[src/sv/scc_pkg.sv]
`timescale 1ns / 1ps
// scc_pkg: shared types, codes and keyword ROM for the C source character classifier.
// No dependencies.
package scc_pkg;

    localparam int MAX_KEYWORD_LEN = 8;
    localparam int NUM_KEYWORDS    = 22;
    localparam int QUEUE_DEPTH     = 2;

    localparam int WLEN_W  = $clog2(MAX_KEYWORD_LEN + 1);
    localparam int CNT_W   = $clog2(2 * MAX_KEYWORD_LEN + 3);
    localparam int QPTR_W  = $clog2(QUEUE_DEPTH);
    localparam int QCNT_W  = $clog2(QUEUE_DEPTH + 1);
    localparam int KW_BITS = 8 * MAX_KEYWORD_LEN;

    localparam logic [2:0] MODE_NORMAL  = 3'd0;
    localparam logic [2:0] MODE_BLOCK   = 3'd1;
    localparam logic [2:0] MODE_LINE    = 3'd2;
    localparam logic [2:0] MODE_DQUOTE  = 3'd3;
    localparam logic [2:0] MODE_SQUOTE  = 3'd4;
    localparam logic [2:0] MODE_PREPROC = 3'd5;

    localparam logic [2:0] ST_PLAIN   = 3'd0;
    localparam logic [2:0] ST_COMMENT = 3'd1;
    localparam logic [2:0] ST_STRING  = 3'd2;
    localparam logic [2:0] ST_KEYWORD = 3'd3;
    localparam logic [2:0] ST_PREPROC = 3'd4;

    localparam logic [7:0] CH_SLASH     = 8'h2F;
    localparam logic [7:0] CH_STAR      = 8'h2A;
    localparam logic [7:0] CH_DQUOTE    = 8'h22;
    localparam logic [7:0] CH_SQUOTE    = 8'h27;
    localparam logic [7:0] CH_HASH      = 8'h23;
    localparam logic [7:0] CH_BACKSLASH = 8'h5C;
    localparam logic [7:0] CH_NEWLINE   = 8'h0A;
    localparam logic [7:0] CH_SPACE     = 8'h20;
    localparam logic [7:0] CH_TAB       = 8'h09;
    localparam logic [7:0] CH_CR        = 8'h0D;
    localparam logic [7:0] CH_UNDERLINE = 8'h5F;

    // Text is right-aligned: the last character sits in the low byte.
    localparam logic [KW_BITS-1:0] KW_TEXT [NUM_KEYWORDS] = '{
        KW_BITS'("asm"), KW_BITS'("break"), KW_BITS'("case"), KW_BITS'("const"),
        KW_BITS'("continue"), KW_BITS'("default"), KW_BITS'("do"), KW_BITS'("else"),
        KW_BITS'("extern"), KW_BITS'("false"), KW_BITS'("for"), KW_BITS'("goto"),
        KW_BITS'("if"), KW_BITS'("return"), KW_BITS'("static"), KW_BITS'("struct"),
        KW_BITS'("switch"), KW_BITS'("true"), KW_BITS'("typedef"), KW_BITS'("union"),
        KW_BITS'("volatile"), KW_BITS'("while")
    };

    localparam int KW_LEN [NUM_KEYWORDS] = '{
        3, 5, 4, 5, 8, 7, 2, 4, 6, 5, 3, 4, 2, 6, 6, 6, 6, 4, 7, 5, 8, 5
    };

    typedef struct packed {
        logic [7:0] char_code;
        logic       end_of_text;
    } in_item_t;

    typedef struct packed {
        logic [2:0] style_code;
        logic       last_of_run;
    } out_item_t;

    // Result list of one byte: held style, word run, flushed held style, flushed word run.
    typedef struct packed {
        logic              h1_valid;
        logic [2:0]        h1_style;
        logic [WLEN_W-1:0] w1_count;
        logic [2:0]        w1_style;
        logic              h2_valid;
        logic [2:0]        h2_style;
        logic [WLEN_W-1:0] w2_count;
        logic [CNT_W-1:0]  total;
    } cmd_t;

    function automatic logic [7:0] kw_byte(input int k, input int j);
        logic [KW_BITS-1:0] t;
        int sh;
        t = KW_TEXT[k];
        if (j >= KW_LEN[k] || j < 0) begin
            return 8'd0;
        end
        sh = (KW_LEN[k] - 1 - j) * 8;
        return t[sh +: 8];
    endfunction

    function automatic logic is_ident(input logic [7:0] c);
        return (c >= 8'h30 && c <= 8'h39) || (c >= 8'h41 && c <= 8'h5A) ||
               (c >= 8'h61 && c <= 8'h7A) || c == CH_UNDERLINE;
    endfunction

    function automatic logic is_blank(input logic [7:0] c);
        return c == CH_SPACE || (c >= CH_TAB && c <= CH_CR);
    endfunction

endpackage

[src/sv/c_source_char_classifier.sv]
`timescale 1ns / 1ps
// c_source_char_classifier: top level; front lexer, command queue, result sequencer.
// A byte's command is written into the queue; the sequencer then registers its first result
// into the output stage once nothing is queued ahead of it.
// Throughput: one byte per cycle in while byte_stall is low, one result per cycle out
// while style_stall is low; a byte's k results (k up to 9) hold the sequencer until all are out.
// Reset: asynchronous, clears lexer state, queue and output stage; no clearing pass.
// Depends on scc_pkg, scc_front, scc_queue, scc_back.
module c_source_char_classifier (
    input  logic               clk,
    input  logic               rst_n,
    input  logic               byte_valid,
    output logic               byte_stall,
    input  scc_pkg::in_item_t  byte_data,
    output logic               style_valid,
    input  logic               style_stall,
    output scc_pkg::out_item_t style_data
);

    logic          take;
    logic          push;
    logic          pop;
    logic          full;
    logic          head_valid;
    scc_pkg::cmd_t cmd;
    scc_pkg::cmd_t head_cmd;

    assign byte_stall = full;
    assign take       = byte_valid && !full;

    scc_front u_front (
        .clk   (clk),
        .rst_n (rst_n),
        .take  (take),
        .item  (byte_data),
        .push  (push),
        .cmd   (cmd)
    );

    scc_queue u_queue (
        .clk        (clk),
        .rst_n      (rst_n),
        .push       (push),
        .push_cmd   (cmd),
        .pop        (pop),
        .full       (full),
        .head_valid (head_valid),
        .head_cmd   (head_cmd)
    );

    scc_back u_back (
        .clk        (clk),
        .rst_n      (rst_n),
        .head_valid (head_valid),
        .head_cmd   (head_cmd),
        .pop        (pop),
        .out_valid  (style_valid),
        .out_stall  (style_stall),
        .out_data   (style_data)
    );

endmodule

[src/sv/scc_front.sv]
`timescale 1ns / 1ps
// scc_front: lexer mode tracking and incremental keyword match, one byte per cycle while take is high.
// Pushes one result-list command per byte whose result list is not empty. Depends on scc_pkg.
module scc_front (
    input  logic             clk,
    input  logic             rst_n,
    input  logic             take,
    input  scc_pkg::in_item_t item,
    output logic             push,
    output scc_pkg::cmd_t    cmd
);

    localparam logic [scc_pkg::WLEN_W-1:0] WLEN_ONE = scc_pkg::WLEN_W'(1);
    localparam logic [scc_pkg::WLEN_W-1:0] WLEN_MAX =
        scc_pkg::WLEN_W'(scc_pkg::MAX_KEYWORD_LEN);

    logic [2:0]                           mode_reg, mode_next;
    logic [7:0]                           prev_reg, prev_next;
    logic                                 esc_reg, esc_next;
    logic                                 clean_reg, clean_next;
    logic [scc_pkg::WLEN_W-1:0]           wlen_reg, wlen_next;
    logic                                 long_reg, long_next;
    logic [2:0]                           hstyle_reg, hstyle_next;
    logic                                 hvalid_reg, hvalid_next;
    logic [scc_pkg::NUM_KEYWORDS-1:0]     mask_reg, mask_next;

    logic [scc_pkg::NUM_KEYWORDS-1:0]     byte_hit;
    logic [scc_pkg::NUM_KEYWORDS-1:0]     len_hit;
    logic                                 is_kw;
    logic [7:0]                           c;

    assign c = item.char_code;

    always_comb
    begin
        for (int k = 0; k < scc_pkg::NUM_KEYWORDS; k++)
        begin
            byte_hit[k] = scc_pkg::kw_byte(k, int'(wlen_reg)) == c;
            len_hit[k]  = scc_pkg::KW_LEN[k] == int'(wlen_reg);
        end
        is_kw = (wlen_reg != '0) && |(mask_reg & len_hit);
    end

    always_comb
    begin
        mode_next   = mode_reg;
        prev_next   = c;
        esc_next    = esc_reg ? 1'b0 : (prev_reg == scc_pkg::CH_BACKSLASH);
        clean_next  = clean_reg;
        wlen_next   = wlen_reg;
        long_next   = long_reg;
        hstyle_next = hstyle_reg;
        hvalid_next = hvalid_reg;
        mask_next   = mask_reg;
        cmd         = '0;

        unique case (mode_reg)
            scc_pkg::MODE_BLOCK:
            begin
                cmd.h1_valid = hvalid_reg;
                cmd.h1_style = hstyle_reg;
                hvalid_next  = 1'b1;
                hstyle_next  = scc_pkg::ST_COMMENT;
                if (prev_reg == scc_pkg::CH_STAR && c == scc_pkg::CH_SLASH)
                begin
                    mode_next = scc_pkg::MODE_NORMAL;
                end
            end
            scc_pkg::MODE_LINE, scc_pkg::MODE_PREPROC:
            begin
                cmd.h1_valid = hvalid_reg;
                cmd.h1_style = hstyle_reg;
                hvalid_next  = 1'b1;
                hstyle_next  = (mode_reg == scc_pkg::MODE_LINE) ?
                               scc_pkg::ST_COMMENT : scc_pkg::ST_PREPROC;
                if (c == scc_pkg::CH_NEWLINE)
                begin
                    mode_next  = scc_pkg::MODE_NORMAL;
                    clean_next = 1'b1;
                end
            end
            scc_pkg::MODE_DQUOTE, scc_pkg::MODE_SQUOTE:
            begin
                cmd.h1_valid = hvalid_reg;
                cmd.h1_style = hstyle_reg;
                hvalid_next  = 1'b1;
                hstyle_next  = scc_pkg::ST_STRING;
                if (!esc_next &&
                    c == ((mode_reg == scc_pkg::MODE_DQUOTE) ?
                          scc_pkg::CH_DQUOTE : scc_pkg::CH_SQUOTE))
                begin
                    mode_next = scc_pkg::MODE_NORMAL;
                end
            end
            default:
            begin
                mode_next = scc_pkg::MODE_NORMAL;
                priority if (prev_reg == scc_pkg::CH_SLASH &&
                             (c == scc_pkg::CH_STAR || c == scc_pkg::CH_SLASH))
                begin
                    cmd.h1_valid = hvalid_reg;
                    cmd.h1_style = scc_pkg::ST_COMMENT;
                    cmd.w1_count = wlen_reg;
                    cmd.w1_style = scc_pkg::ST_PLAIN;
                    wlen_next    = '0;
                    long_next    = 1'b0;
                    hvalid_next  = 1'b1;
                    hstyle_next  = scc_pkg::ST_COMMENT;
                    mode_next    = (c == scc_pkg::CH_STAR) ?
                                   scc_pkg::MODE_BLOCK : scc_pkg::MODE_LINE;
                end
                else if (c == scc_pkg::CH_DQUOTE || c == scc_pkg::CH_SQUOTE)
                begin
                    cmd.h1_valid = hvalid_reg;
                    cmd.h1_style = hstyle_reg;
                    cmd.w1_count = wlen_reg;
                    cmd.w1_style = scc_pkg::ST_PLAIN;
                    wlen_next    = '0;
                    long_next    = 1'b0;
                    hvalid_next  = 1'b1;
                    hstyle_next  = scc_pkg::ST_STRING;
                    mode_next    = (c == scc_pkg::CH_DQUOTE) ?
                                   scc_pkg::MODE_DQUOTE : scc_pkg::MODE_SQUOTE;
                end
                else if (c == scc_pkg::CH_HASH && clean_reg)
                begin
                    cmd.h1_valid = hvalid_reg;
                    cmd.h1_style = hstyle_reg;
                    cmd.w1_count = wlen_reg;
                    cmd.w1_style = scc_pkg::ST_PLAIN;
                    wlen_next    = '0;
                    long_next    = 1'b0;
                    hvalid_next  = 1'b1;
                    hstyle_next  = scc_pkg::ST_PREPROC;
                    mode_next    = scc_pkg::MODE_PREPROC;
                end
                else
                begin
                    if (scc_pkg::is_ident(c))
                    begin
                        priority if (long_reg)
                        begin
                            cmd.h1_valid = hvalid_reg;
                            cmd.h1_style = hstyle_reg;
                            hvalid_next  = 1'b1;
                            hstyle_next  = scc_pkg::ST_PLAIN;
                        end
                        else if (wlen_reg == '0)
                        begin
                            cmd.h1_valid = hvalid_reg;
                            cmd.h1_style = hstyle_reg;
                            hvalid_next  = 1'b0;
                            mask_next    = byte_hit;
                            wlen_next    = WLEN_ONE;
                        end
                        else if (wlen_reg < WLEN_MAX)
                        begin
                            mask_next = mask_reg & byte_hit;
                            wlen_next = wlen_reg + WLEN_ONE;
                        end
                        else
                        begin
                            cmd.h1_valid = hvalid_reg;
                            cmd.h1_style = hstyle_reg;
                            cmd.w1_count = wlen_reg;
                            cmd.w1_style = scc_pkg::ST_PLAIN;
                            wlen_next    = '0;
                            long_next    = 1'b1;
                            hvalid_next  = 1'b1;
                            hstyle_next  = scc_pkg::ST_PLAIN;
                        end
                    end
                    else
                    begin
                        cmd.h1_valid = hvalid_reg;
                        cmd.h1_style = hstyle_reg;
                        cmd.w1_count = wlen_reg;
                        cmd.w1_style = is_kw ? scc_pkg::ST_KEYWORD : scc_pkg::ST_PLAIN;
                        wlen_next    = '0;
                        long_next    = 1'b0;
                        hvalid_next  = 1'b1;
                        hstyle_next  = scc_pkg::ST_PLAIN;
                    end
                    if (!scc_pkg::is_blank(c))
                    begin
                        clean_next = 1'b0;
                    end
                    else if (c == scc_pkg::CH_NEWLINE)
                    begin
                        clean_next = 1'b1;
                    end
                end
            end
        endcase

        if (item.end_of_text)
        begin
            cmd.h2_valid = hvalid_next;
            cmd.h2_style = hstyle_next;
            cmd.w2_count = wlen_next;
            hvalid_next  = 1'b0;
            mode_next    = scc_pkg::MODE_NORMAL;
            prev_next    = 8'd0;
            esc_next     = 1'b0;
            clean_next   = 1'b1;
            wlen_next    = '0;
            long_next    = 1'b0;
        end

        cmd.total = scc_pkg::CNT_W'(cmd.h1_valid) + scc_pkg::CNT_W'(cmd.w1_count) +
                    scc_pkg::CNT_W'(cmd.h2_valid) + scc_pkg::CNT_W'(cmd.w2_count);
    end

    assign push = take && (cmd.total != '0);

    always_ff @(posedge clk or negedge rst_n)
    begin
        if (!rst_n)
        begin
            mode_reg   <= scc_pkg::MODE_NORMAL;
            prev_reg   <= 8'd0;
            esc_reg    <= 1'b0;
            clean_reg  <= 1'b1;
            wlen_reg   <= '0;
            long_reg   <= 1'b0;
            hstyle_reg <= scc_pkg::ST_PLAIN;
            hvalid_reg <= 1'b0;
        end
        else if (take)
        begin
            mode_reg   <= mode_next;
            prev_reg   <= prev_next;
            esc_reg    <= esc_next;
            clean_reg  <= clean_next;
            wlen_reg   <= wlen_next;
            long_reg   <= long_next;
            hstyle_reg <= hstyle_next;
            hvalid_reg <= hvalid_next;
        end
    end

    always_ff @(posedge clk)
    begin
        if (take)
        begin
            mask_reg <= mask_next;
        end
    end

endmodule

[src/sv/scc_queue.sv]
`timescale 1ns / 1ps
// scc_queue: short command queue between the front and back parts.
// Depends on scc_pkg.
module scc_queue (
    input  logic          clk,
    input  logic          rst_n,
    input  logic          push,
    input  scc_pkg::cmd_t push_cmd,
    input  logic          pop,
    output logic          full,
    output logic          head_valid,
    output scc_pkg::cmd_t head_cmd
);

    scc_pkg::cmd_t               mem_reg [scc_pkg::QUEUE_DEPTH];
    logic [scc_pkg::QPTR_W-1:0]  wr_ptr_reg, wr_ptr_next;
    logic [scc_pkg::QPTR_W-1:0]  rd_ptr_reg, rd_ptr_next;
    logic [scc_pkg::QCNT_W-1:0]  count_reg, count_next;

    localparam logic [scc_pkg::QCNT_W-1:0] DEPTH_CNT = scc_pkg::QCNT_W'(scc_pkg::QUEUE_DEPTH);

    assign full       = count_reg == DEPTH_CNT;
    assign head_valid = count_reg != '0;
    assign head_cmd   = mem_reg[rd_ptr_reg];

    always_comb
    begin
        wr_ptr_next = push ? wr_ptr_reg + 1'b1 : wr_ptr_reg;
        rd_ptr_next = pop ? rd_ptr_reg + 1'b1 : rd_ptr_reg;
        count_next  = count_reg + scc_pkg::QCNT_W'(push) - scc_pkg::QCNT_W'(pop);
    end

    always_ff @(posedge clk or negedge rst_n)
    begin
        if (!rst_n)
        begin
            wr_ptr_reg <= '0;
            rd_ptr_reg <= '0;
            count_reg  <= '0;
        end
        else
        begin
            wr_ptr_reg <= wr_ptr_next;
            rd_ptr_reg <= rd_ptr_next;
            count_reg  <= count_next;
        end
    end

    always_ff @(posedge clk)
    begin
        if (push)
        begin
            mem_reg[wr_ptr_reg] <= push_cmd;
        end
    end

endmodule

[src/sv/scc_back.sv]
`timescale 1ns / 1ps
// scc_back: expands one queued command into its run of style results, one per cycle while
// out_stall is low, into a registered output stage. Depends on scc_pkg.
module scc_back (
    input  logic               clk,
    input  logic               rst_n,
    input  logic               head_valid,
    input  scc_pkg::cmd_t      head_cmd,
    output logic               pop,
    output logic               out_valid,
    input  logic               out_stall,
    output scc_pkg::out_item_t out_data
);

    logic [scc_pkg::CNT_W-1:0] idx_reg, idx_next;
    logic                      valid_reg, valid_next;
    scc_pkg::out_item_t        data_reg, data_next;

    logic [scc_pkg::CNT_W-1:0] b1, b2, b3;
    logic [2:0]                style;
    logic                      last;
    logic                      adv;

    always_comb
    begin
        b1 = scc_pkg::CNT_W'(head_cmd.h1_valid);
        b2 = b1 + scc_pkg::CNT_W'(head_cmd.w1_count);
        b3 = b2 + scc_pkg::CNT_W'(head_cmd.h2_valid);
        priority if (idx_reg < b1)
        begin
            style = head_cmd.h1_style;
        end
        else if (idx_reg < b2)
        begin
            style = head_cmd.w1_style;
        end
        else if (idx_reg < b3)
        begin
            style = head_cmd.h2_style;
        end
        else
        begin
            style = scc_pkg::ST_PLAIN;
        end
        last = idx_reg == head_cmd.total - 1'b1;
        adv  = head_valid && (!valid_reg || !out_stall);
        pop  = adv && last;

        idx_next   = idx_reg;
        valid_next = valid_reg && out_stall;
        data_next  = data_reg;
        if (adv)
        begin
            idx_next              = last ? '0 : idx_reg + 1'b1;
            valid_next            = 1'b1;
            data_next.style_code  = style;
            data_next.last_of_run = last;
        end
    end

    assign out_valid = valid_reg;
    assign out_data  = data_reg;

    always_ff @(posedge clk or negedge rst_n)
    begin
        if (!rst_n)
        begin
            idx_reg   <= '0;
            valid_reg <= 1'b0;
        end
        else
        begin
            idx_reg   <= idx_next;
            valid_reg <= valid_next;
        end
    end

    always_ff @(posedge clk)
    begin
        data_reg <= data_next;
    end

endmodule
[config.mk]
export PLATFORM = sky130hd
export DESIGN_NAME = c_source_char_classifier
export DESIGN_NICKNAME = d
export VERILOG_FILES = /design/src/sv/scc_pkg.sv /design/src/sv/c_source_char_classifier.sv /design/src/sv/scc_front.sv /design/src/sv/scc_queue.sv /design/src/sv/scc_back.sv
export SDC_FILE = /design/constraint.sdc
export NUM_CORES = 1
export LEC_CHECK = 0
export ABC_AREA = 1
export BUFFER_PORTS_ARGS = -buffer_cell sky130_fd_sc_hd__buf_4
export CAP_MARGIN = 20
export CELL_PAD_IN_SITES_DETAIL_PLACEMENT = 0
export CELL_PAD_IN_SITES_GLOBAL_PLACEMENT = 1
export CORE_UTILIZATION = 51
export DETAILED_ROUTE_END_ITERATION = 8
export MAX_ROUTING_LAYER = met4
export PLACE_DENSITY = 0.91
export RECOVER_POWER = 25
export SLEW_MARGIN = 20
export SYNTH_ARGS = -nofsm -noshare
export SYNTH_HDL_FRONTEND = slang
export SYNTH_HIERARCHICAL = 1
export SYNTH_SLANG_ARGS = --single-unit
[constraint.sdc]
create_clock -name clk -period 8.55 [get_ports clk]
set_clock_uncertainty 0.1 [all_clocks]
set_input_delay 0.855 -clock clk [delete_from_list [all_inputs] [get_ports clk]]
set_output_delay 0.855 -clock clk [all_outputs]
set_load 0.005 [all_outputs]
=== Yosys cells after proc, flatten, opt, wreduce, memory -nomap -nowiden ===
Memories as Yosys holds them, arrays and structs flattened.
Index checks and enable logic that the tools add are counted.

* Flip-flop bits (word level): 58
* Bits in writable memories: 48
* Input port bits: 13
* Output and inout bits: 6
* Word-level logic and storage cells: 294
* Memories kept: 1

* Add/sub/neg operators: 19
* $lt $le $gt $ge: 19
* Equal/unequal tests: 56
* Shifts and indexed selects: 22
* Mux-type cells: 115
* Bitwise operators: 7
* Reductions and logical operators: 39

{| class="wikitable"
|+ Memories
! memory !! depth !! bits a word !! rd ports !! clocked after Yosys merged registers in !! write ports !! RTL line !! RTL
|-
| u_queue.mem_reg || 2 || 24 || 1 || 0 || 1 || scc_queue.sv:15 || <nowiki>scc_pkg::cmd_t mem_reg [scc_pkg::QUEUE_DEPTH];</nowiki>
|}

{| class="wikitable"
|+ Operator list
! operator !! number
|-
| 64-bit by 32-bit indexed part select with 8-bit output (first input constant) || 22
|-
| 8-bit 2-to-1 mux || 31
|-
| 8-bit == test || 23
|-
| 8-bit by 6-bit == test with 1-bit output (second input constant) || 8
|-
| 3-bit 2-to-1 mux || 20
|-
| 11-bit 2-to-1 mux || 5
|-
| 4-bit 2-to-1 mux || 12
|-
| 22-bit bitwise AND || 2
|-
| 22-bit 2-to-1 mux || 2
|-
| 1-bit 2-to-1 mux || 36
|-
| 22-bit OR reduction || 1
|-
| 7-bit 2-to-1 mux || 3
|-
| 4-bit == test (first input constant) || 5
|-
| 3-bit by 4-bit subtractor with 5-bit output (first input constant) || 4
|-
| 3-bit one-hot mux with 3 select lines || 2
|-
| 8-bit by 7-bit == test with 1-bit output (second input constant) || 2
|-
| 4-bit by 3-bit greater-or-equal comparator with 1-bit output (second input constant) || 4
|-
| 8-bit by 7-bit greater-or-equal comparator with 1-bit output (second input constant) || 2
|-
| 8-bit by 7-bit less-or-equal comparator with 1-bit output (second input constant) || 2
|-
| 1-bit logical AND || 14
|-
| 1-bit by 4-bit adder with 5-bit output || 2
|-
| 5-bit by 1-bit adder with 5-bit output || 2
|-
| 5-bit < comparator || 2
|-
| 2-bit by 4-bit subtractor with 5-bit output (first input constant) || 2
|-
| 43 further kinds || 69
|}

=== Longest topological paths before layout ===
Gate-level depths: netlist of the first run.

* Word-level depth: 17
* Depth in mapped cells: 22
* Gate-level depth less buffers: 20

=== Modules after synthesis ===
The synthesis of the first run kept the hierarchy.

{| class="wikitable"
|+ Modules (own cells, without submodules)
! module !! instances !! cells each !! area each (µm²) !! sequential area each (µm²)
|-
| scc_front || 1 || 963 || 5725.5 || 1212.4
|-
| scc_queue || 1 || 150 || 2023.2 || 1541.5
|-
| scc_back || 1 || 153 || 1064.8 || 270.3
|-
| c_source_char_classifier || 1 || 2 || 10.0 || 0.0
|}

=== Worst setup path before layout of the first run ===
Ideal clock, no wire load.

* Kind: in2reg
* Start point: in byte_data[2] in the netlist's numbering
* End point: mem u_queue/mem_reg[0][0] in the netlist's numbering (enable)
* Library setup time: 0.405 ns
* Arrival time: 4.664 ns
* Data required time: 8.045 ns
* Slack: 3.382 ns
* Stages: 19
* Path buffers: 2
* Cell sequence: buf_2 -> nor2_1 -> nand2_1 -> nand2_1 -> nand2_1 -> nand3_1 -> buf_2 -> inv_2 -> a31oi_1 -> fa_1 -> ha_1 -> fa_1 -> nand3_1 -> nand2_1 -> xor2_1 -> nor3b_1 -> nor2_1 -> inv_1 -> nor2_1

{| class="wikitable"
|+ RTL lines
! what !! RTL line !! RTL
|-
| start: declaration || c_source_char_classifier.sv:14 || <nowiki>input scc_pkg::in_item_t byte_data,</nowiki>
|-
| end: declaration || scc_queue.sv:15 ||
|}

==> results by stage, run 1 <==
Outcome:
- The flow ran to the end, but the final reports show violations.
- The checks that failed: capacitance limit, slew limit.

Floorplanning:
- The number of top-level pins is 19.
- The core footprint is 16,120 um2.
- For this configuration, the core starts out at a cell density of 52.86%.
- The horizontal die dimension is 131.2 um.
- Row generation in the floorplan step produced 46 rows.
- The die covers 17,220 um2.
- The floorplan step set the die height to 131.2 um.

Drt:
- In the final routed layout, each cell accounts on average for 17.02 um.
- The length of the first detailed-routing pass in iterations is 6.
- The post-detailed-routing wire length is 24.68 mm.
- The remaining antenna violation count after routing is 0.
- The via-per-instance ratio is 5.652.
- The DRC violation count after routing is 0.
- The routed layout has 8,195 vias.
- After the first detailed-routing iteration, the DRC count stood at 650.

Finish:
- The final layout contains 1,283 nets.
- Summing all multi-input logic gate instances after layout gives 4883 um2.
- The design area is 8972 um2.
- The count of antenna diodes in the layout is 0.
- The sequential cells in the finished layout cover a total of 2784 um2.
- The filler cell count is 1,637.
- Compared with the post-synthesis result, the final layout area differs by 5.332%.
- The flip-flop count of the largest register after layout is 40.
- The fraction of layout instances using a drive strength above 1 is 7.212%.

CTS:
- The number of levels in the clock H-tree is 3.
- Buffers inserted during clock tree synthesis total 9.
- The quantity of gates resized following cts is 0.
- Hold repair after CTS inserted 0 buffers.
- The clock tree root driver cell is sky130_fd_sc_hd__clkbuf_16.
- The maximum clock path buffer count is 2.
- The TritonCTS clock tree is done.
- After clock tree synthesis, the clock-pin slew on the worst setup and hold paths is 0.07 ns.
- Buffers added to address setup during post-CTS repair amount to 0.
- The insertion delay to the later sink of the worst-skew pair is 0.35 ns.
- The clock sink count is 98.

Placed design:
- The number of buffer cells added on primary ports is 18.
- At the end of routability-driven placement, the weighted congestion stood at 0.9434.
- The post-placement cell area is 8685 um2.
- The HPWL reported at the end of detailed placement is 18.04 mm.

Worst setup path:
- The required time of the worst setup path is 8.49 ns.
- Traced cell by cell, the critical path runs through clkbuf_1 -> inv_1 -> nand2_1 -> nand3_1 -> nand3_1 -> nand2_1 -> o211ai_1 -> nor2_1 -> fa_1 -> ha_1 -> fa_1 -> nand3_1 -> nand2_1 -> xor2_1 -> nor3b_1 -> nor2_1 -> inv_1 -> nor2_1 -> buf_4.
- The worst setup path is captured at a register.
- The slowest stage of the critical path belongs to the cell sky130_fd_sc_hd__clkbuf_1.
- The worst setup path is of the in -> reg kind.
- At the worst endpoint, the arrival time is 6.87 ns.
- In this design, the stage delay of the slowest critical-path cell is 0.99 ns.
- The reg-to-reg setup timing slack is 1.92 ns.
- In this run the worst path has a maximum fanout of 25.
- STA classifies the critical path startpoint as a primary input.

Timing:
- The number of endpoints failing setup at the final stage is 0.
- Setup repair after global routing left no endpoint under its margin.
- The final max-slew violation count is 75.
- In the finished design, the share of the clock period the worst path needs comes to 81.07%.
- The remaining max-slew budget at the tightest pin is -28.23%.
- The slew at the pin closest to its max-slew limit is 1.923 ns.
- Hold timing on the final database bottoms out at a slack of 0.4010 ns.
- The number of hold-slack violations in the final timing report is 0.
- In the final timing run, aggregate negative setup slack is 0 ns.
- For the finished layout, the period the worst path requires is 6.931 ns.
- Derived from the worst setup path, the maximum achievable clock frequency is 144.3 MHz.

GRT:
- Global routing consumed, over all layers together, 30.22% of the routing resources.
- Entering global routing, the biggest net connects 42 pins.
- The wire length of the first global-routing pass is 39.97 mm.
- The initial antenna violation count is 0.
- The number of global-route vias before repair is 7,874.
- The total overflow left after global routing is 0.

Pwr:
- In this run the power density over the cells is 233.7 nW/um2.
- The post-route total power is 2.097 mW.
- The analysis attributes to cell leakage a power of 4.305 nW.
- Across the VDD grid, the largest voltage drop is 0.1737 mV.

Min path:
- The path class of the tightest hold or removal check is reg -> reg.

Synth:
- The cell count after synthesis came out at 1,248.
- The post-synthesis cell area is 8518 um2.
- When the netlist entered floorplanning its net count stood at 1,302.
- A synthesized cell averages 6.825 um2.
- For this run, the number of Yosys warnings is 6.

Run:
- The reported max-cap violation count is 2.
## path summary, 6_finish.rpt
path,from,to,cells after the start
min reg2reg,u_back/out_valid,u_back/out_valid,2
max,byte_data[3],u_queue/mem_reg[0][3],19
max reg2reg,u_front/wlen_reg[3],u_queue/mem_reg[0][3],19
min in group asynchronous,rst_n,u_back/idx_reg[4],1
min,u_back/out_valid,u_back/out_valid,2
max in group asynchronous,rst_n,u_front/prev_reg[5],1
## routing by layer
metal / track usage, % / part of all wire, %
met1: 35.69 / 42
met2: 51.33 / 49
met3: 4.051 / 5.3
met4: 13.33 / 3.6
met5: - / 0
## worst max-delay path, delay by kind of cell
kind / cells / cell delay, ns
simple gates: 10 / 2.25
buf+inv: 4 / 2.23
fa+ha+maj: 3 / 1.13
xor+xnor: 1 / 0.21
compound gates: 1 / 0.17
## stage by stage
step                std cells  setup WS (ns)  util, %
floorplan                1248          3.555        -
global placement         1434          2.392    53.89
detailed placement       1434          2.093    53.89
CTS                      1450          1.965    55.86
global route             1450          1.177    55.68
finish                   1450          1.619    55.68
## report_power, final
group / switching, mW / internal [mW] / leakage (nW)
logic: 0.628 / 0.321 / 3.11
clock network: 0.180 / 0.259 / 0.151
registers: 0.0692 / 0.640 / 1.04
## layout by cell type, fill, tap and decap left out, types with 3 or more instances in the layout
cell                        instances
sky130_fd_sc_hd__dfrtp_1           31
sky130_fd_sc_hd__o2111ai_1          3
sky130_fd_sc_hd__clkbuf_4           7
sky130_fd_sc_hd__a21oi_1           36
sky130_fd_sc_hd__nand2_1          354
sky130_fd_sc_hd__nand4_1           30
sky130_fd_sc_hd__xor2_1            38
sky130_fd_sc_hd__nand3b_1           6
sky130_fd_sc_hd__nand2_2           11
sky130_fd_sc_hd__nor2_2            12
sky130_fd_sc_hd__nor3_1            17
sky130_fd_sc_hd__inv_1            137
sky130_fd_sc_hd__o21ai_1           15
sky130_fd_sc_hd__xnor2_1            6
sky130_fd_sc_hd__buf_4             11
sky130_fd_sc_hd__clkbuf_16          9
sky130_fd_sc_hd__clkbuf_1           5
sky130_fd_sc_hd__o21ai_2            8
sky130_fd_sc_hd__o211ai_1           8
sky130_fd_sc_hd__edfxtp_1          66
sky130_fd_sc_hd__nand3_1          109
sky130_fd_sc_hd__nor4_1             4
sky130_fd_sc_hd__o21ai_0           68
sky130_fd_sc_hd__or2_2              5
sky130_fd_sc_hd__inv_2             11
sky130_fd_sc_hd__o22ai_1           12
sky130_fd_sc_hd__ha_1              39
sky130_fd_sc_hd__nor2_1           137
sky130_fd_sc_hd__a31oi_1            3
sky130_fd_sc_hd__nand3_2            3
sky130_fd_sc_hd__clkinv_1           4
## layout make-up
cell class | count | area share (%)
timing repair buffer | 21 | 1.632
clock buffer | 11 | 2.594
sequential | 98 | 31.03
inverter | 152 | 6.359
multi-input combinational | 947 | 54.43
tap | 216 | 3.012
clock inverter | 5 | 0.9483
(Power assumes the default switching activity.)
==> run 2: changes to the inputs <==
--- a/config.mk
+++ b/config.mk
@@ -10,10 +10,10 @@
 export CAP_MARGIN = 20
 export CELL_PAD_IN_SITES_DETAIL_PLACEMENT = 0
 export CELL_PAD_IN_SITES_GLOBAL_PLACEMENT = 1
-export CORE_UTILIZATION = 51
+export CORE_UTILIZATION = 47
 export DETAILED_ROUTE_END_ITERATION = 8
 export MAX_ROUTING_LAYER = met4
-export PLACE_DENSITY = 0.91
+export PLACE_DENSITY = 0.85
 export RECOVER_POWER = 25
 export SLEW_MARGIN = 20
 export SYNTH_ARGS = -nofsm -noshare
==> constraint.sdc (replaced) <==
create_clock -name clk -period 7.03 [get_ports clk]
set_clock_uncertainty 0.1 [all_clocks]
set_input_delay 0.703 -clock clk [delete_from_list [all_inputs] [get_ports clk]]
set_output_delay 0.703 -clock clk [all_outputs]
set_load 0.005 [all_outputs]
==> results by stage, run 2 (synthesis gave the netlist of run 1 again) <==
Finish:
- The fraction of layout instances using a drive strength above 1 came to 7.742% (+0.53 points).
- The area used by multi-input combinational logic came to 4881 um2 (about the same).
- The final cell count without fillers is 1,465 (+1.0%).
- The post-route core utilization is 51.45% (-4.2 points).
- The filler cell count is 1,796 (+9.7%).
- The flip-flop count of the largest register after layout was 40 (unchanged).
- Relative to the synthesized area, the layout overhead comes to 5.567%.
- Leaving out fill and tap cells, the most frequent cell in the layout is sky130_fd_sc_hd__nand2_1.
- The area taken by flip-flops and latches is 2784 um2 (unchanged).
- The count of antenna diodes in the layout came to 0 (unchanged).
- The number of nets in the final layout is 1,289 (+0.47%).
- In the layout the commonest cells are sky130_fd_sc_hd__nand2_1 (354), sky130_fd_sc_hd__nor2_1 (138), sky130_fd_sc_hd__inv_1 (137).

Timing:
- Setup repair after global routing left no endpoint under its margin.
- The remaining max-slew budget at the tightest pin came to -30.11% (-1.9 points).
- The final max-slew violation count came to 75 (unchanged).
- Dividing the final minimum period by the clock period gives 80.38%.
- The slew at the pin closest to its max-slew limit is 1.952 ns (+0.02821 ns).
- Counting I/O delays and the setup requirement, the final critical path takes 5.650 ns.
- Based on the critical path, the design can be clocked at up to 177.0 MHz.
- The number of endpoints failing setup at the final stage is 0 (unchanged).
- The aggregate negative setup slack is 0 ns (unchanged).
- The number of hold-slack violations in the final timing report was 0 (unchanged).

Worst setup path:
- The reg-to-reg setup timing slack is 1.38 ns (-0.54 ns).
- The data arrival time of the critical path is 5.53 ns (-1.34 ns).
- The nature of the critical path startpoint is a register.
- The worst setup path is of the reg -> reg kind.
- The endpoint of the most critical register-to-register path is u_queue/mem_reg[1][0].
- The startpoint identified for the worst register-to-register timing path is u_front/wlen_reg[1].
- The worst reg2reg path depth was 17 (-2).
- The maximum fanout along the worst path came to 20 (-20%).
- STA classifies the critical path endpoint as a register.
- The required time of the worst setup path is 6.91 ns (-1.58 ns).

CTS:
- The number of buffers added to fix hold violations after cts was 0 (unchanged).
- The number of levels in the clock H-tree is 3 (unchanged).
- The quantity of gates resized following cts is 0 (unchanged).
- The clock tree root driver cell is sky130_fd_sc_hd__clkbuf_16.
- The clock sink count is 98 (unchanged).
- The TritonCTS buffer count came to 9 (unchanged).
- The maximum clock path buffer count was 2 (unchanged).
- The clock-pin slew on the worst setup and hold paths came to 0.07 ns (about the same).
- The insertion delay to the later sink of the worst-skew pair is 0.35 ns (about the same).
- The TritonCTS clock tree is done.
- The setup fix buffers added after clock tree synthesis was 0 (unchanged).

Floorplanning:
- The horizontal die dimension is 136.6 um (+4.1%).
- The core footprint is 17,480 um2 (+8.4%).
- The overall die area is 18,670 um2 (+8.4%).
- The number of top-level pins is 19 (unchanged).
- The number of placement rows is 48 (+4.3%).
- The die boundary height is 136.6 um (+4.1%).
- The initial cell density of the core was 48.74% (-4.1 points).

GRT:
- The largest net degree at the start of global routing was 42 (unchanged).
- The overall overflow remaining after global route is 0 (unchanged).
- The wire length of the first global-routing pass is 38.99 mm (-2.5%).
- The initial antenna violation count is 0 (unchanged).
- The overall track demand over capacity in global routing is 28.55% (-1.7 points).
- The number of global-route vias before repair is 7,364 (-6.5%).

Outcome:
- The checks that failed: capacitance limit, slew limit.
- The run finished, with violations left.

Placed design:
- The post-placement cell count is 1,449 (+1.0%).
- The final weighted congestion in routability-driven placement is 0.9270 (-1.7%).
- The HPWL reported at the end of detailed placement is 18.92 mm (+4.9%).
- The number of buffer cells added on primary ports came to 18 (unchanged).

Min path:
- The worst hold path cell count is 2 (unchanged).
- The worst min-delay path endpoint is u_front/clean_reg.
- The tightest min-delay check is of the reg -> reg type.
- In this run the most critical hold path is launched from u_front/clean_reg.

Pwr:
- The leakage power summed over all cells is 4.313 nW (+0.19%).
- The power per unit of standard cell area came to 277.7 nW/um2 (+19%).
- The worst voltage drop across the vdd grid is 0.2226 mV (+28%).
- The post-route total power came to 2.497 mW (+19%).

Drt:
- The post-detailed-routing wire length is 25.21 mm (+2.1%).
- The via-per-instance ratio was 5.558 (-1.7%).
- The via count is 8,142 (-0.65%).
- The remaining antenna violation count after routing is 0 (unchanged).
- The DRC marker count from the first detailed-route iteration was 738 (+14%).
- The DRC violation count after routing is 0 (unchanged).
- The average detailed-routed wire length per instance was 17.20 um (+1.1%).
- The length of the first detailed-routing pass in iterations is 6 (unchanged).

Run:
- The reported max-cap violation count is 2 (unchanged).
run 2: layout make-up:
cell class	instances	area share, %
Multi-Input combinational cell	947	54.28
Sequential cell	98	30.96
Inverter	152	6.345
Tap cell	225	3.131
Clock buffer	10	2.546
Timing Repair Buffer	27	2.171
Clock inverter	6	0.5705
run 2: worst max-delay path by stage:
stage	from	to	slack (ns)	cells past startpoint
after floorplan	byte_data[2]	u_queue/mem_reg[0][0]	2.19	19
after global routing	u_front/wlen_reg[2]	u_queue/mem_reg[1][0]	0.91	17
after global placement	byte_data[2]	u_queue/mem_reg[1][2]	1.62	18
final	u_front/wlen_reg[1]	u_queue/mem_reg[1][0]	1.38	17
after CTS	u_front/wlen_reg[2]	u_queue/mem_reg[1][0]	1.44	17
after detailed placement	byte_data[2]	u_queue/mem_reg[1][1]	1.34	18
run 2: report_power, final:
part	total [mW]	internal [mW]	switching (mW)
Combinational	1.16	0.396	0.760
Sequential	0.868	0.778	0.0899
Clock	0.473	0.245	0.228
Total	2.50	1.42	1.08
run 2: metrics by stage:
stage	setup WS (ns)	area (um2)	hold slack, ns
2_1_floorplan	2.187	8518	0.3074
3_3_place_gp	1.618	8741	0.3779
3_5_place_dp	1.342	8741	0.3868
4_1_cts	1.443	9021	0.2160
5_1_grt	0.9132	8992	0.4234
6_report	1.380	8992	0.3960
run 2: per-layer routing:
layer | track usage (%) | vias up | wire length [um]
li1 | - | 4057 | -
met1 | 35.49 | 3721 | 10760
met2 | 47.49 | 311 | 11990
met3 | 3.444 | 53 | 1619
met4 | 10.62 | 0 | 840
met5 | - | - | 0
run 2: critical path, cell delays in order (launching register included):
cell                      delay [ns]
sky130_fd_sc_hd__dfrtp_1        0.78
sky130_fd_sc_hd__inv_2          0.32
sky130_fd_sc_hd__ha_1           0.39
sky130_fd_sc_hd__nand2_1        0.37
sky130_fd_sc_hd__inv_1          0.11
sky130_fd_sc_hd__nor2_1         0.10
sky130_fd_sc_hd__inv_1          0.09
sky130_fd_sc_hd__nor3_2         0.25
sky130_fd_sc_hd__nor2_1         0.13
sky130_fd_sc_hd__fa_1           0.51
sky130_fd_sc_hd__ha_1           0.24
sky130_fd_sc_hd__fa_1           0.41
sky130_fd_sc_hd__xor2_1         0.28
sky130_fd_sc_hd__nor3_1         0.09
sky130_fd_sc_hd__nor3b_1        0.17
sky130_fd_sc_hd__nor2_1         0.26
sky130_fd_sc_hd__nand2_1        0.09
sky130_fd_sc_hd__inv_1          0.59
==> run 3: changes to the inputs <==
==> constraint.sdc (replaced) <==
create_clock -name clk -period 5.34 [get_ports clk]
set_clock_uncertainty 0.1 [all_clocks]
set_input_delay 0.534 -clock clk [delete_from_list [all_inputs] [get_ports clk]]
set_output_delay 0.534 -clock clk [all_outputs]
set_load 0.005 [all_outputs]
==> results by stage, run 3 (synthesis gave the netlist of run 1 again) <==
Timing:
- The highest clock frequency the design can meet came to 211.1 MHz (+19%).
- The number of endpoints failing setup at the final stage was 0 (unchanged).
- The remaining max-slew budget at the tightest pin is -29.25% (+0.86 points).
- The aggregate negative setup slack came to 0 ns (unchanged).
- The final max-slew violation count was 33 (-56%).
- The number of hold-slack violations in the final timing report is 0 (unchanged).
- Setup repair after global routing left no endpoint under its margin.
- The final critical-path share of the clock period is 88.72% (+8.3 points).
- The final critical delay including setup and external delays came to 4.738 ns (-0.9129 ns).
- The slew at the pin closest to its max-slew limit is 1.939 ns (-0.01285 ns).
- The worst hold-check slack is 0.2787 ns (-0.1172 ns).

CTS:
- The clock tree root driver cell is sky130_fd_sc_hd__clkbuf_16.
- The maximum clock path buffer count came to 2 (unchanged).
- The number of levels in the clock H-tree was 3 (unchanged).
- The insertion delay to the later sink of the worst-skew pair came to 0.36 ns (about the same).
- The TritonCTS clock tree is done.
- The clock-pin slew on the worst setup and hold paths is 0.07 ns (about the same).
- The quantity of gates resized following cts is 0 (unchanged).
- The TritonCTS buffer count is 9 (unchanged).
- The number of buffers added to fix hold violations after cts is 0 (unchanged).
- The clock sink count is 98 (unchanged).
- The setup fix buffers added after clock tree synthesis is 0 (unchanged).

Finish:
- The most frequent standard cell in the layout excluding fill and tap cells is sky130_fd_sc_hd__nand2_1.
- The filler cell count is 1,793 (-0.17%).
- The flip-flop count of the largest register after layout is 40 (unchanged).
- The post-synthesis to final-layout area growth is 7.212%.
- The number of nets in the final layout is 1,304 (+1.2%).
- The count of antenna diodes in the layout is 0 (unchanged).
- The design area came to 9133 um2 (+1.6%).
- The library cells used most frequently in the layout, excluding fill and tap cells, are sky130_fd_sc_hd__nand2_1 (354), sky130_fd_sc_hd__inv_1 (138), sky130_fd_sc_hd__nor2_1 (136).
- The fraction of layout instances using a drive strength above 1 is 9.004% (+1.3 points).

Drt:
- The length of the first detailed-routing pass in iterations is 6 (unchanged).
- The via count is 8,256 (+1.4%).
- The via-per-instance ratio is 5.578 (+0.37%).
- The DRC violation count after routing was 0 (unchanged).
- The average detailed-routed wire length per instance came to 17.55 um (+2.0%).
- The DRC marker count from the first detailed-route iteration came to 755 (+2.3%).
- The remaining antenna violation count after routing is 0 (unchanged).
- The post-detailed-routing wire length was 25.97 mm (+3.0%).

Worst setup path:
- The endpoint of the most critical register-to-register path is u_queue/mem_reg[1][14].
- The stage delay of the slowest cell on the critical path was 0.59 ns (-0.19 ns).
- The reg-to-reg setup timing slack was 0.60 ns (-0.78 ns).
- The slowest library cell on the worst path is sky130_fd_sc_hd__inv_1.
- The data arrival time of the critical path is 4.63 ns (-0.90 ns).
- The buffering stage count on the worst path with inverters included is 2 (-2).
- The required time of the worst setup path is 5.23 ns (-1.68 ns).
- The family of cells with the greatest summed delay on the critical path is simple AND/OR/NAND/NOR gates.
- The signal on the critical path passes through inv_1 -> nand3_1 -> nand2_2 -> nor3_4 -> nand2_2 -> nor3_2 -> nor2_1 -> fa_1 -> ha_1 -> fa_1 -> xor2_1 -> nor3_1 -> nor3b_1 -> nor2_1 -> nand2_1 -> inv_1.
- The nature of the critical path startpoint is a register.
- The worst setup path is of the reg -> reg kind.
- The maximum fanout along the worst path was 20 (unchanged).
- The endpoint type of the worst setup path is a register.
- The worst reg2reg path depth is 16 (-1).
- The beginning of the worst register-to-register path is u_front/mode_reg[2].

Min path:
- The worst hold path cell count came to 3 (+1).
- The startpoint identified for the worst hold timing path is style_stall.
- In this run the worst hold path is classified as in -> reg.
- The worst min-delay path endpoint is u_back/out_valid.

Pwr:
- The relative contribution of the clock network to total power came to 20.3% (+1.4 points).
- The combinational cell fraction of total power is 46.2% (about the same).
- The worst voltage drop across the vdd grid was 0.2749 mV (+24%).
- The internal power contribution is 1.918 mW (+35%).
- The portion of total power attributed to sequential cells is 33.5% (-1.3 points).
- The net switching component of the power is 1.454 mW (+35%).
- The power per unit of standard cell area is 369.2 nW/um2 (+33%).
- The switching power share of the total is 43.11% (-0.050 points).
- The leakage power summed over all cells is 4.404 nW (+2.1%).

Placed design:
- The HPWL reported at the end of detailed placement is 19.13 mm (+1.1%).
- The post-placement cell area is 8853 um2 (+1.3%).
- The final weighted congestion in routability-driven placement is 0.9279 (about the same).
- The number of buffer cells added on primary ports is 18 (unchanged).

GRT:
- The overall overflow remaining after global route is 0 (unchanged).
- The largest net degree at the start of global routing came to 42 (unchanged).
- The wire length of the first global-routing pass is 40.81 mm (+4.7%).
- The number of global-route vias before repair came to 7,637 (+3.7%).
- The overall track demand over capacity in global routing is 29.93% (+1.4 points).
- The initial antenna violation count is 0 (unchanged).

Outcome:
- The flow ran to the end, but the final reports show violations.
- The checks that failed: capacitance limit, slew limit.

Floorplanning:
- The die boundary height is 136.6 um (unchanged).
- The core footprint is 17,480 um2 (unchanged).
- The overall die area is 18,670 um2 (unchanged).
- The initial cell density of the core came to 48.74% (unchanged).
- The number of placement rows is 48 (unchanged).
- The number of top-level pins is 19 (unchanged).
- The horizontal die dimension is 136.6 um (unchanged).

Run:
- The reported max-cap violation count is 1 (-1).
run 3: changes by cell type in the layout (fill, tap and decap cells not counted), sizes merged:
cell and change:
clkbuf -2, clkinv +1, buf +16, bufinv +1
inv +1, clkinvlp -2
run 3: metal layers:
metal  track usage (%)  up-vias  part of all wire [%]
met1             37.18     3812                    43
met3             4.185       51                   6.1
met4             12.35        0                   3.0
met2             48.82      298                    48
met5                 -        -                     0
li1                  -     4095                     -
run 3: cell type report:
cell class / instances / area [um2] / share of cell area (%)
clock buffers: 9 / 225.2 / 2.466
flip-flops and latches: 98 / 2784 / 30.48
multi-input cells: 947 / 4891 / 53.56
clock inverters: 7 / 72.57 / 0.7946
repair buffers: 42 / 307.8 / 3.370
inverters: 152 / 570.5 / 6.247
well taps: 225 / 281.5 / 3.083
run 3: power groups by stage:
stage	Combinational [mW]	Sequential [mW]	Clock, mW
global route	1.78	1.15	0.729
finish	1.56	1.13	0.686
detailed placement	1.56	1.14	0
CTS	1.57	1.13	0.700
global placement	1.54	1.14	0
floorplan	1.17	1.11	0
run 3: worst max path at each step:
stage | end | cells past startpoint | from
final | u_queue/mem_reg[1][14] | 16 | u_front/mode_reg[2]
after global routing | u_queue/mem_reg[1][15] | 16 | u_front/mode_reg[2]
after CTS | u_queue/mem_reg[1][3] | 16 | u_front/mode_reg[2]
after detailed placement | u_queue/mem_reg[1][17] | 18 | byte_data[3]
after global placement | u_queue/mem_reg[1][0] | 18 | byte_data[3]
after floorplan | u_queue/mem_reg[0][0] | 20 | u_front/wlen_reg[0]
run 3: stage by stage:
stage          power [mW]  instances  setup slack [ns]  utilization [%]
2_1_floorplan       2.286       1248            0.5336                -
3_3_place_gp        2.683       1464            0.4650            50.66
3_5_place_dp        2.706       1464            0.2627            50.66
4_1_cts             3.398       1480            0.6169            52.36
5_1_grt             3.653       1480            0.2295            52.26
6_report            3.371       1480            0.6024            52.26
run 3: worst reg2reg max path: cells and delay by family, from the launching register on:
kind	cells	cell delay, ns
flops	1	0.42
buf+inv	2	0.70
fa+ha+maj	3	1.13
simple gates	10	1.77
xor+xnor	1	0.26
